`src/rtl/hsvrgb_pkg.sv`:
```
package hsvrgb_pkg;

   // Scale of the 8-bit channels and the width of one hue sector (in doubled hue).
   localparam int unsigned FULL_SCALE  = 255;
   localparam int unsigned SECTOR_SPAN = 85;
   localparam int unsigned FRAC_SCALE  = FULL_SCALE * SECTOR_SPAN;

   // Reciprocals for division by a constant: quotient estimate is (x * RECIP) >> SHIFT.
   // Each shift exceeds the numerator width, so the estimate is short by at most one.
   localparam int unsigned P_SHIFT = 24;
   localparam int unsigned Q_SHIFT = 32;
   localparam logic [16:0] P_RECIP = 17'((64'd1 << P_SHIFT) / FULL_SCALE);
   localparam logic [17:0] Q_RECIP = 18'((64'd1 << Q_SHIFT) / FRAC_SCALE);

   // Hue sectors; the top hue value lands in an extra sector that shares the last case.
   localparam logic [2:0] SECTOR_RED_UP   = 3'd0;
   localparam logic [2:0] SECTOR_GREEN_DN = 3'd1;
   localparam logic [2:0] SECTOR_GREEN_UP = 3'd2;
   localparam logic [2:0] SECTOR_BLUE_DN  = 3'd3;
   localparam logic [2:0] SECTOR_BLUE_UP  = 3'd4;
   localparam logic [2:0] SECTOR_RED_DN   = 3'd5;
   localparam logic [2:0] SECTOR_WRAP     = 3'd6;

   // Side information that travels with each word alongside the arithmetic.
   typedef struct packed {
      logic [2:0] sector;
      logic [7:0] val;
      logic [7:0] alpha;
      logic       grey;
   } tag_type;

endpackage

```
`src/rtl/hsvrgb_div.sv`:
```
module hsvrgb_div (
   input  logic                clock,
   input  logic                reset,
   input  logic                in_vld,
   input  hsvrgb_pkg::tag_type in_tag,
   input  logic [15:0]         in_p_num,
   input  logic [22:0]         in_q_num,
   input  logic [22:0]         in_t_num,
   output logic                out_vld,
   output hsvrgb_pkg::tag_type out_tag,
   output logic [7:0]          out_p,
   output logic [7:0]          out_q,
   output logic [7:0]          out_t
);
   import hsvrgb_pkg::*;

   // Stage one: reciprocal products and quotient estimates.
   logic [32:0] p_prod;
   logic [40:0] q_prod;
   logic [40:0] t_prod;
   logic [7:0]  est_p_in, est_q_in, est_t_in;
   logic [7:0]  est_p_ff, est_q_ff, est_t_ff;
   logic [15:0] num_p_ff;
   logic [22:0] num_q_ff, num_t_ff;
   logic        vld1_ff;
   tag_type     tag1_ff;

   assign p_prod   = 33'(in_p_num) * 33'(P_RECIP);
   assign q_prod   = 41'(in_q_num) * 41'(Q_RECIP);
   assign t_prod   = 41'(in_t_num) * 41'(Q_RECIP);
   assign est_p_in = p_prod[P_SHIFT+7:P_SHIFT];
   assign est_q_in = q_prod[Q_SHIFT+7:Q_SHIFT];
   assign est_t_in = t_prod[Q_SHIFT+7:Q_SHIFT];

   // Stage two: remainder left over by the estimate, below twice the divisor.
   logic [8:0]  rem_p_in, rem_p_ff;
   logic [15:0] rem_q_in, rem_q_ff;
   logic [15:0] rem_t_in, rem_t_ff;
   logic [15:0] back_p;
   logic [22:0] back_q, back_t;
   logic [7:0]  est2_p_ff, est2_q_ff, est2_t_ff;
   logic        vld2_ff;
   tag_type     tag2_ff;

   assign back_p   = 16'(est_p_ff) * 16'(FULL_SCALE);
   assign back_q   = 23'(est_q_ff) * 23'(FRAC_SCALE);
   assign back_t   = 23'(est_t_ff) * 23'(FRAC_SCALE);
   assign rem_p_in = 9'(num_p_ff - back_p);
   assign rem_q_in = 16'(num_q_ff - back_q);
   assign rem_t_in = 16'(num_t_ff - back_t);

   // Stage three: one correction step finishes each quotient.
   logic [7:0] p_in, q_in, t_in;
   logic [7:0] p_ff, q_ff, t_ff;
   logic       vld3_ff;
   tag_type    tag3_ff;

   assign p_in = est2_p_ff + 8'(rem_p_ff >= 9'(FULL_SCALE));
   assign q_in = est2_q_ff + 8'(rem_q_ff >= 16'(FRAC_SCALE));
   assign t_in = est2_t_ff + 8'(rem_t_ff >= 16'(FRAC_SCALE));

   // Valid bits.
   always_ff @(posedge clock) begin
      if (reset) begin
         vld1_ff <= 1'b0;
         vld2_ff <= 1'b0;
         vld3_ff <= 1'b0;
      end else begin
         vld1_ff <= in_vld;
         vld2_ff <= vld1_ff;
         vld3_ff <= vld2_ff;
      end
   end

   // Data path registers.
   always_ff @(posedge clock) begin
      est_p_ff  <= est_p_in;
      est_q_ff  <= est_q_in;
      est_t_ff  <= est_t_in;
      num_p_ff  <= in_p_num;
      num_q_ff  <= in_q_num;
      num_t_ff  <= in_t_num;
      tag1_ff   <= in_tag;
      rem_p_ff  <= rem_p_in;
      rem_q_ff  <= rem_q_in;
      rem_t_ff  <= rem_t_in;
      est2_p_ff <= est_p_ff;
      est2_q_ff <= est_q_ff;
      est2_t_ff <= est_t_ff;
      tag2_ff   <= tag1_ff;
      p_ff      <= p_in;
      q_ff      <= q_in;
      t_ff      <= t_in;
      tag3_ff   <= tag2_ff;
   end

   assign out_vld = vld3_ff;
   assign out_tag = tag3_ff;
   assign out_p   = p_ff;
   assign out_q   = q_ff;
   assign out_t   = t_ff;

endmodule

```
`src/rtl/hsv_to_rgb_8bit.sv`:
```
// HSV to RGB converter for 8-bit pixels with alpha.
// Input: drive req_hue, req_saturation, req_brightness and req_alpha_in with start
// high; the word is taken at that clock edge whenever busy is low. busy never rises,
// so a new pixel can be taken every cycle.
// Output: each result word is on rsp_red, rsp_green, rsp_blue and rsp_alpha_out for
// exactly one cycle, marked by rsp_strobe, once its input has passed the stages below.
// Throughput is one pixel per clock; the pipeline registers are, in order: sector
// split, two product stages, three stages of constant division (reciprocal
// multiply, back-multiply, correction) and the channel select register.
// Results leave in input order. The receiver cannot stall, so the pipeline never
// holds and nothing is buffered.
// A synchronous reset clears all valid bits; words in flight are dropped and no
// strobe follows until new input arrives.
module hsv_to_rgb_8bit (
   input  logic       clock,
   input  logic       reset,
   input  logic       start,
   output logic       busy,
   input  logic [7:0] req_hue,
   input  logic [7:0] req_saturation,
   input  logic [7:0] req_brightness,
   input  logic [7:0] req_alpha_in,
   output logic       rsp_strobe,
   output logic [7:0] rsp_red,
   output logic [7:0] rsp_green,
   output logic [7:0] rsp_blue,
   output logic [7:0] rsp_alpha_out
);
   import hsvrgb_pkg::*;

   logic accept;

   assign busy   = 1'b0;
   assign accept = start & ~busy;

   // Stage one: split the doubled hue into sector and remainder.
   logic [8:0] twice;
   logic [8:0] base;
   logic [2:0] sector_in;
   logic [6:0] rem_in;
   tag_type    tag_in;

   assign twice = {req_hue, 1'b0};

   always_comb begin
      if (twice >= 9'(6 * SECTOR_SPAN)) begin
         sector_in = SECTOR_WRAP;
         base      = 9'(6 * SECTOR_SPAN);
      end else if (twice >= 9'(5 * SECTOR_SPAN)) begin
         sector_in = SECTOR_RED_DN;
         base      = 9'(5 * SECTOR_SPAN);
      end else if (twice >= 9'(4 * SECTOR_SPAN)) begin
         sector_in = SECTOR_BLUE_UP;
         base      = 9'(4 * SECTOR_SPAN);
      end else if (twice >= 9'(3 * SECTOR_SPAN)) begin
         sector_in = SECTOR_BLUE_DN;
         base      = 9'(3 * SECTOR_SPAN);
      end else if (twice >= 9'(2 * SECTOR_SPAN)) begin
         sector_in = SECTOR_GREEN_UP;
         base      = 9'(2 * SECTOR_SPAN);
      end else if (twice >= 9'(SECTOR_SPAN)) begin
         sector_in = SECTOR_GREEN_DN;
         base      = 9'(SECTOR_SPAN);
      end else begin
         sector_in = SECTOR_RED_UP;
         base      = 9'd0;
      end
   end

   assign rem_in        = 7'(twice - base);
   assign tag_in.sector = sector_in;
   assign tag_in.val    = req_brightness;
   assign tag_in.alpha  = req_alpha_in;
   assign tag_in.grey   = (req_saturation == 8'd0);

   logic       vld1_ff;
   tag_type    tag1_ff;
   logic [7:0] sat_ff;
   logic [6:0] rem_ff;

   // Stage two: first products.
   logic [15:0] ps_in, ps_ff;
   logic [14:0] sq_in, sq_ff;
   logic [14:0] st_in, st_ff;
   logic        vld2_ff;
   tag_type     tag2_ff;

   assign ps_in = 16'(tag1_ff.val) * 16'(8'(FULL_SCALE) - sat_ff);
   assign sq_in = 15'(sat_ff) * 15'(rem_ff);
   assign st_in = 15'(sat_ff) * 15'(7'(SECTOR_SPAN) - rem_ff);

   // Stage three: numerators of the fade-down and fade-up channels.
   logic [22:0] qn_in, qn_ff;
   logic [22:0] tn_in, tn_ff;
   logic [15:0] pn_ff;
   logic        vld3_ff;
   tag_type     tag3_ff;

   assign qn_in = 23'(tag2_ff.val) * 23'(15'(FRAC_SCALE) - sq_ff);
   assign tn_in = 23'(tag2_ff.val) * 23'(15'(FRAC_SCALE) - st_ff);

   always_ff @(posedge clock) begin
      if (reset) begin
         vld1_ff <= 1'b0;
         vld2_ff <= 1'b0;
         vld3_ff <= 1'b0;
      end else begin
         vld1_ff <= accept;
         vld2_ff <= vld1_ff;
         vld3_ff <= vld2_ff;
      end
   end

   always_ff @(posedge clock) begin
      tag1_ff <= tag_in;
      sat_ff  <= req_saturation;
      rem_ff  <= rem_in;
      ps_ff   <= ps_in;
      sq_ff   <= sq_in;
      st_ff   <= st_in;
      tag2_ff <= tag1_ff;
      pn_ff   <= ps_ff;
      qn_ff   <= qn_in;
      tn_ff   <= tn_in;
      tag3_ff <= tag2_ff;
   end

   // Division by the constant scales.
   logic       dvld;
   tag_type    dtag;
   logic [7:0] p_val, q_val, t_val;

   hsvrgb_div u_div (
      .clock    (clock),
      .reset    (reset),
      .in_vld   (vld3_ff),
      .in_tag   (tag3_ff),
      .in_p_num (pn_ff),
      .in_q_num (qn_ff),
      .in_t_num (tn_ff),
      .out_vld  (dvld),
      .out_tag  (dtag),
      .out_p    (p_val),
      .out_q    (q_val),
      .out_t    (t_val)
   );

   // Output stage: route value and the three derived levels to the channels.
   logic [7:0] red_in, green_in, blue_in;
   logic [7:0] red_ff, green_ff, blue_ff, alpha_ff;
   logic       strobe_ff;

   always_comb begin
      if (dtag.grey) begin
         red_in   = dtag.val;
         green_in = dtag.val;
         blue_in  = dtag.val;
      end else begin
         case (dtag.sector)
            SECTOR_RED_UP: begin
               red_in = dtag.val; green_in = t_val;    blue_in = p_val;
            end
            SECTOR_GREEN_DN: begin
               red_in = q_val;    green_in = dtag.val; blue_in = p_val;
            end
            SECTOR_GREEN_UP: begin
               red_in = p_val;    green_in = dtag.val; blue_in = t_val;
            end
            SECTOR_BLUE_DN: begin
               red_in = p_val;    green_in = q_val;    blue_in = dtag.val;
            end
            SECTOR_BLUE_UP: begin
               red_in = t_val;    green_in = p_val;    blue_in = dtag.val;
            end
            default: begin
               red_in = dtag.val; green_in = p_val;    blue_in = q_val;
            end
         endcase
      end
   end

   always_ff @(posedge clock) begin
      if (reset) begin
         strobe_ff <= 1'b0;
      end else begin
         strobe_ff <= dvld;
      end
   end

   always_ff @(posedge clock) begin
      red_ff   <= red_in;
      green_ff <= green_in;
      blue_ff  <= blue_in;
      alpha_ff <= dtag.alpha;
   end

   assign rsp_strobe    = strobe_ff;
   assign rsp_red       = red_ff;
   assign rsp_green     = green_ff;
   assign rsp_blue      = blue_ff;
   assign rsp_alpha_out = alpha_ff;

   // Every accepted word comes out as a result strobe, and no strobe comes without one.
   assert property (@(posedge clock) disable iff (reset) accept |-> ##7 rsp_strobe)
      else $error("accepted word did not produce a result after seven cycles");

   assert property (@(posedge clock) disable iff (reset) rsp_strobe |-> $past(accept, 7))
      else $error("result strobe without a matching accepted word");

   // Alpha travels with its pixel through the whole pipeline.
   assert property (@(posedge clock) disable iff (reset)
      rsp_strobe |-> rsp_alpha_out == $past(req_alpha_in, 7))
      else $error("alpha does not match its pixel");

   // The brightness always appears on at least one channel.
   assert property (@(posedge clock) disable iff (reset)
      rsp_strobe |-> (rsp_red == $past(req_brightness, 7)) ||
                     (rsp_green == $past(req_brightness, 7)) ||
                     (rsp_blue == $past(req_brightness, 7)))
      else $error("no channel carries the brightness");

endmodule
```
`config.mk`:
```
export PLATFORM = sky130hd
export DESIGN_NAME = hsv_to_rgb_8bit
export DESIGN_NICKNAME = d
export VERILOG_FILES = /design/src/rtl/hsvrgb_pkg.sv /design/src/rtl/hsvrgb_div.sv /design/src/rtl/hsv_to_rgb_8bit.sv
export SDC_FILE = /design/constraint.sdc
export NUM_CORES = 2
export LEC_CHECK = 0
export ABC_AREA = 1
export BUFFER_PORTS_ARGS = -buffer_cell sky130_fd_sc_hd__buf_2
export CAP_MARGIN = 20
export CELL_PAD_IN_SITES_DETAIL_PLACEMENT = 0
export CELL_PAD_IN_SITES_GLOBAL_PLACEMENT = 2
export CORE_ASPECT_RATIO = 1.25
export CORE_MARGIN = 4
export CORE_UTILIZATION = 35
export DETAILED_ROUTE_END_ITERATION = 10
export PLACE_DENSITY_LB_ADDON = 0.1
export SLEW_MARGIN = 20
export SYNTH_ARGS = -nofsm -noshare
export SYNTH_HDL_FRONTEND = slang
export SYNTH_SLANG_ARGS = --single-unit
export TNS_END_PERCENT = 1
```
`constraint.sdc`:
```
create_clock -name clock -period 4.8 [get_ports clock]
set_clock_uncertainty 0.15 [all_clocks]
set_input_delay 0.24 -clock clock [delete_from_list [all_inputs] [get_ports clock]]
set_output_delay 0.24 -clock clock [all_outputs]
set_load 0.01 [all_outputs]
```
=== Word-level counts from Yosys, hierarchy flattened ===
Cells that the tools add are included.

* Register bits after elaboration: 436
* Input bits: 35
* Logic and storage cells: 118
* Output and inout bits: 34

* Mux-type cells: 17
* Magnitude comparators: 9
* $add $sub $neg: 11
* Reductions and logical operators: 7
* Equal/unequal tests: 4
* $mul: 11

{| class="wikitable"
|+ Operators by type and width
! operator !! count
|-
| multiplier 23 x 18 -> 40 bit (second input constant) || 2
|-
| case mux 8 bit (3 select lines) || 3
|-
| multiplier 9 x 16 -> 23 bit || 2
|-
| two-way mux 7 bit || 6
|-
| greater-or-equal comparator 16 x 15 -> 1 bit (second input constant) || 2
|-
| multiplier 16 x 17 -> 32 bit (second input constant) || 1
|-
| multiplier 8 x 15 -> 16 bit (second input constant) || 2
|-
| subtractor 15 x 15 -> 16 bit (first input constant) || 2
|-
| subtractor 16 bit || 2
|-
| greater-or-equal comparator 9 x 8 -> 1 bit (second input constant) || 3
|-
| greater-or-equal comparator 9 bit (second input constant) || 3
|-
| adder 8 x 1 -> 8 bit || 3
|-
| two-way mux 8 bit || 3
|-
| multiplier 9 x 9 -> 16 bit || 1
|-
| multiplier 8 x 7 -> 15 bit || 1
|-
| multiplier 9 x 8 -> 15 bit || 1
|-
| greater-or-equal comparator 9 x 7 -> 1 bit (second input constant) || 1
|-
| multiplier 8 x 8 -> 9 bit (second input constant) || 1
|-
| subtractor 8 x 8 -> 9 bit (first input constant) || 1
|-
| subtractor 9 bit || 1
|-
| zero test 8 bit || 1
|-
| two-way mux 2 bit || 4
|-
| OR reduction 2 bit || 4
|-
| subtractor 7 x 7 -> 8 bit (first input constant) || 1
|-
| other kinds (7) || 8
|}

=== Longest topological paths before layout ===
* Depth in word-level cells: 8
* Gate-level depth with buffers: 30

=== By module ===
From an unflattened synthesis, not the netlist that was laid out.

* Cells, all modules: 5063
* Area, all modules: 42954.9 um^2

{| class="wikitable"
|+ Modules (own cells, without submodules)
! module !! cells each !! seq. area each (um^2) !! instances !! area each (um^2)
|-
| hsvrgb_div || 2410 || 4344.2 || 1 || 21508.1
|-
| hsv_to_rgb_8bit || 2653 || 4384.2 || 1 || 21446.8
|}

=== Worst setup path after synthesis ===
OpenSTA, ideal clock, no wires.

* Path kind: reg-to-reg
* Start: register st_ff[2]
* End: register tn_ff[22]
* Arrival: 4639 ps
* Data required time: 4538 ps
* Path slack: -101 ps
* Cell stages (with the launch flop): 26
* Clock period less this slack: 4901 ps
* Cells stage by stage: dfxtp_1 > buf_6 > a21oi_4 > inv_2 > a21oi_2 > nand3_2 > nand2_1 > nor2_1 > fa_1 > inv_1 > fa_1 > inv_1 > fa_1 > inv_1 > fa_1 > inv_1 > ha_1 > nand2_1 > nor2_1 > inv_1 > nor2_1 > nand4_1 > nand3_1 > inv_1 > nand2_1 > nand2_1

* Word-level cells in the longest chain between the ends: 2

{| class="wikitable"
|+ RTL lines
! item !! RTL line !! text
|-
| start, declared || hsv_to_rgb_8bit.sv:84 || <nowiki>logic [14:0] st_in, st_ff;</nowiki>
|-
| start signal, assigned || hsv_to_rgb_8bit.sv:120 || <nowiki>st_ff <= st_in;</nowiki>
|-
| subtractor 15 x 15 -> 16 bit || hsv_to_rgb_8bit.sv:100 || <nowiki>assign tn_in = 23'(tag2_ff.val) * 23'(15'(FRAC_SCALE) - st_ff);</nowiki>
|-
| multiplier 9 x 16 -> 23 bit || hsv_to_rgb_8bit.sv:100 ||
|-
| via tn_in[22] || hsv_to_rgb_8bit.sv:94 || <nowiki>logic [22:0] tn_in, tn_ff;</nowiki>
|-
| end signal, assigned || hsv_to_rgb_8bit.sv:124 || <nowiki>tn_ff <= tn_in;</nowiki>
|-
| end, declared || hsv_to_rgb_8bit.sv:94 ||
|}

The timed path passes the listed nets, and every way through them passes these cells.
A chain may end at the register's enable or synchronous reset.

=== Final worst setup path ===
* Start: register sq_ff[3]
* End: register qn_ff[21]

* Word-level cells in the longest chain between the ends: 2

{| class="wikitable"
|+ RTL lines
! item !! RTL line !! text
|-
| start, declared || hsv_to_rgb_8bit.sv:83 || <nowiki>logic [14:0] sq_in, sq_ff;</nowiki>
|-
| start signal, assigned || hsv_to_rgb_8bit.sv:119 || <nowiki>sq_ff <= sq_in;</nowiki>
|-
| subtractor 15 x 15 -> 16 bit || hsv_to_rgb_8bit.sv:99 || <nowiki>assign qn_in = 23'(tag2_ff.val) * 23'(15'(FRAC_SCALE) - sq_ff);</nowiki>
|-
| multiplier 9 x 16 -> 23 bit || hsv_to_rgb_8bit.sv:99 ||
|-
| via qn_in[21] || hsv_to_rgb_8bit.sv:93 || <nowiki>logic [22:0] qn_in, qn_ff;</nowiki>
|-
| end signal, assigned || hsv_to_rgb_8bit.sv:123 || <nowiki>qn_ff <= qn_in;</nowiki>
|-
| end, declared || hsv_to_rgb_8bit.sv:93 ||
|}

The timed path passes the listed nets, and every way through them passes these cells.

==> results.py <==
metrics = {
    "clock_tree": {
        "cts-root-buf": "clkbuf_16",
        "cts_buffers": 50,
        "cts_tree": "done",
        "clk_pin_slew_ns": 0.06,
        "htree_levels": 2,
        "cts_buffer_depth": 3,
        "insertion_delay_ns": 0.66,
        "clkSinkCount": 436,
    },
    "timing": {
        "hold_viol_final": 0,
        "maxSlewHeadroom_pct": 54.9,
        "worst_pin_slew_ns": 0.671,
        "finalSetupViolations": 19,
        "setup_slack_ns": -0.162,
        "rsz0062_at_grt": "true",
        "max_freq_mhz": 202,
        "min_period_ns": 4.96,
        "maxSlewViolCount": 0,
        "period_share_pct": 103,
    },
    "cells_and_area": {
        "fin_nets": 6830,
        "area.growth.synth_to_final_pct": 19.9,
        "fin_area_mm2": 0.0516,
        "drive_gt1_share_pct": 14.8,
    },
    "critical_path": {
        "path_buf_inv": 5,
        "worstSetupPathType": "flip-flop to flip-flop",
        "cp-end-kind": "flip-flop",
        "cpPeakStageDelay_ns": 0.53,
        "critPathRequiredTime_ns": 5.23,
        "worstRegToRegCells": 24,
        "crit_chain": "ha_4 -> o21ai_2 -> nand2_2 -> nand2_2 -> nand2_4 -> a21oi_4 -> nor2_4 -> o21bai_4 -> buf_6 -> buf_12 -> nand3_4 -> fa_1 -> inv_1 -> fa_1 -> fa_1 -> inv_1 -> fa_1 -> inv_2 -> ha_4 -> nand2_4 -> nor4_4 -> nand4_1 -> nand3_2 -> xor2_1",
        "critPathMostFrequentCell": "fa_1",
        "cp_max_fo": 4,
        "critPathTopFamily": "adder cells",
        "startpoint_type": "flip-flop",
        "slowest_stage": "fa_1",
        "arrival_ns": 5.39,
        "path_depth": 24,
    },
    "job": {
        "max_cap_viol_count": 0,
    },
    "global_routing": {
        "antenna_found_initial": 3,
        "overflow": 0,
        "grt_pass1_wl_mm": 192,
        "grt_pass1_vias": 35900,
        "grt.total_usage_pct": 19.0,
        "grt_max_degree": 31,
    },
    "status": {
        "violations": "negative setup slack",
        "outcome": "complete, but fails checks",
    },
    "die": {
        "die_area_mm2": 0.129,
        "row_count": 143,
        "start_util_pct": 35.3,
        "die_x_um": 322,
        "core_mm2": 0.122,
        "die_h_um": 400,
        "io_pins": 69,
    },
    "synthesis": {
        "synth_area_mm2": 0.0430,
        "ys_seq_area_share_pct": 20.3,
        "yosys.cell_count.top_type": "inv_1",
        "synth_ff_type": "dfxtp_1",
        "yosysWarnings": 0,
        "synth_largest_area_cell": "fa_1",
        "synthTopCellsByCount": "1178 x inv_1, 831 x nand2_1, 718 x ha_1",
        "ys_top_cells_by_area": "fa_1 23%, ha_1 21%, dfxtp_1 20%",
        "synth_seq_cells": 436,
        "syn-num-nets": 6341,
        "post_synth.cell_area_avg_um2": 8.45,
        "synth_edf_count": 0,
        "async_flop_share_pct": 0,
        "syn-instance-count": 5092,
        "yosys.cell_types.count": 66,
        "synth_top_area_share_pct": 23.1,
    },
    "placed_design": {
        "gp_congestion": 0.842,
        "place_area_mm2": 0.0480,
        "detailed_place_hpwl_mm": 104,
        "port-buffer-count": 67,
    },
    "detailed_routing": {
        "wl_per_cell_um": 16.6,
        "drcViolationCount": 0,
        "firstDrtPassIters": 5,
        "vias_per_cell": 4.52,
        "drt_iter0_markers": 969,
        "final_antenna_net_count": 0,
        "vias": 32600,
        "totalWireLength_mm": 120,
    },
    "hold_path": {
        "hp-class": "primary input to flip-flop",
        "min_path_cells": 2,
    },
}
worst reg2reg max path, delay by kind of cell, from the launching register on:
kind | cells | cell delay, ns
adder cells (fa/ha/maj) | 6 | 2.45
buffers and inverters | 5 | 0.41
XOR/XNOR | 1 | 0.14
flip-flops | 1 | 0.34
AO/OA/AOI/OAI | 3 | 0.47
AND/OR/NAND/NOR | 9 | 0.95
worst paths after layout:
path	start	endpoint	slack (ns)
hold reg to reg	tag2_ff[19]	tag3_ff[19]	0.17
hold / removal	req_brightness[4]	tag1_ff[13]	0.07
setup / recovery	sq_ff[3]	qn_ff[21]	-0.16
setup reg to reg	sq_ff[3]	qn_ff[21]	-0.16
cells in the final DEF (no fill, tap or decap), drive strengths merged, types with 6 or more instances in the layout:
cell            n
or2            11
a21boi          8
dlygate4sd3    38
nor3           49
xor2          113
nor2          423
o21bai         20
xnor2          64
a211oi          6
a21o           25
buf           453
inv          1198
clkinvlp        8
o21ai         143
nand4          33
clkinv         21
o21a            7
o211ai         11
nand3         146
a31oi          17
clkbuf         59
dfxtp         436
fa            496
o221ai          7
nor4           13
nand2         853
a21oi         212
ha            718
registers in the layout, indices dropped and copies added, names as in the netlist, 16 cells and up:
name / cells
u_div.num_q_ff: 16
tag3_ff: 20
u_div.tag1_ff: 20
tag1_ff: 20
ps_ff: 16
u_div.num_t_ff: 16
u_div.rem_t_ff: 16
u_div.tag2_ff: 20
u_div.rem_q_ff: 16
qn_ff: 23
pn_ff: 16
u_div.out_tag: 20
tn_ff: 23
tag2_ff: 20
what timing repair did:
action	in CTS	in global routing
pin swaps	44	101
buffers inserted	14	8
endpoints found under the setup margin	41	54
hold buffers	38	0
endpoints found under the hold margin	40	0
resized for setup	136	149
kinds of logic after synthesis:
kind of cell | synth area share [%]
simple gates | 14.7
xor+xnor | 3.62
fa+ha+maj | 44.0
compound gates | 6.38
flops | 20.3
other cells | 0.00872
mux | 0.0262
buf+inv | 11.0
per-stage QoR:
| step | util [%] | worst slack [ns] | cells | hold slack, ns | setup TNS (ns) |
|---|---|---|---|---|---|
| detailed placement | 39.4 | -0.431 | 7064 | 0.162 | -9.63 |
| global route | 42.3 | -0.396 | 7218 | 0.0539 | -12.52 |
| CTS | 41.8 | -0.204 | 7210 | 0.00346 | -3.79 |
| global placement | 39.4 | -0.408 | 7064 | 0.160 | -8.08 |
| finish | 42.3 | -0.162 | 7219 | 0.0651 | -1.49 |
| floorplan | - | -0.0515 | 5092 | 0.118 | -0.103 |
layout make-up:
type                    count  area (um2)
well taps                1595        2000
flip-flops and latches    436        8740
diodes                      1        2.50
fillers                 12500       70300
repair buffers            491        3790
multi-input cells        3405       30700
inverters                1197        4510
clock inverters            35         430
clock buffers              59        1370
per-layer routing:
metal / track usage [%] / wire (um) / up-vias
met2: 36.8 / 64000 / 337
met4: 6.72 / 4500 / 0
met5: 0 / 0 / -
li1: - / - / 16700
met3: 2.06 / 2770 / 172
met1: 21.4 / 48300 / 15500
Power is left out: the tool's default activity adds up to more than one toggle a clock period on the data nets, which glitch-free logic cannot reach.
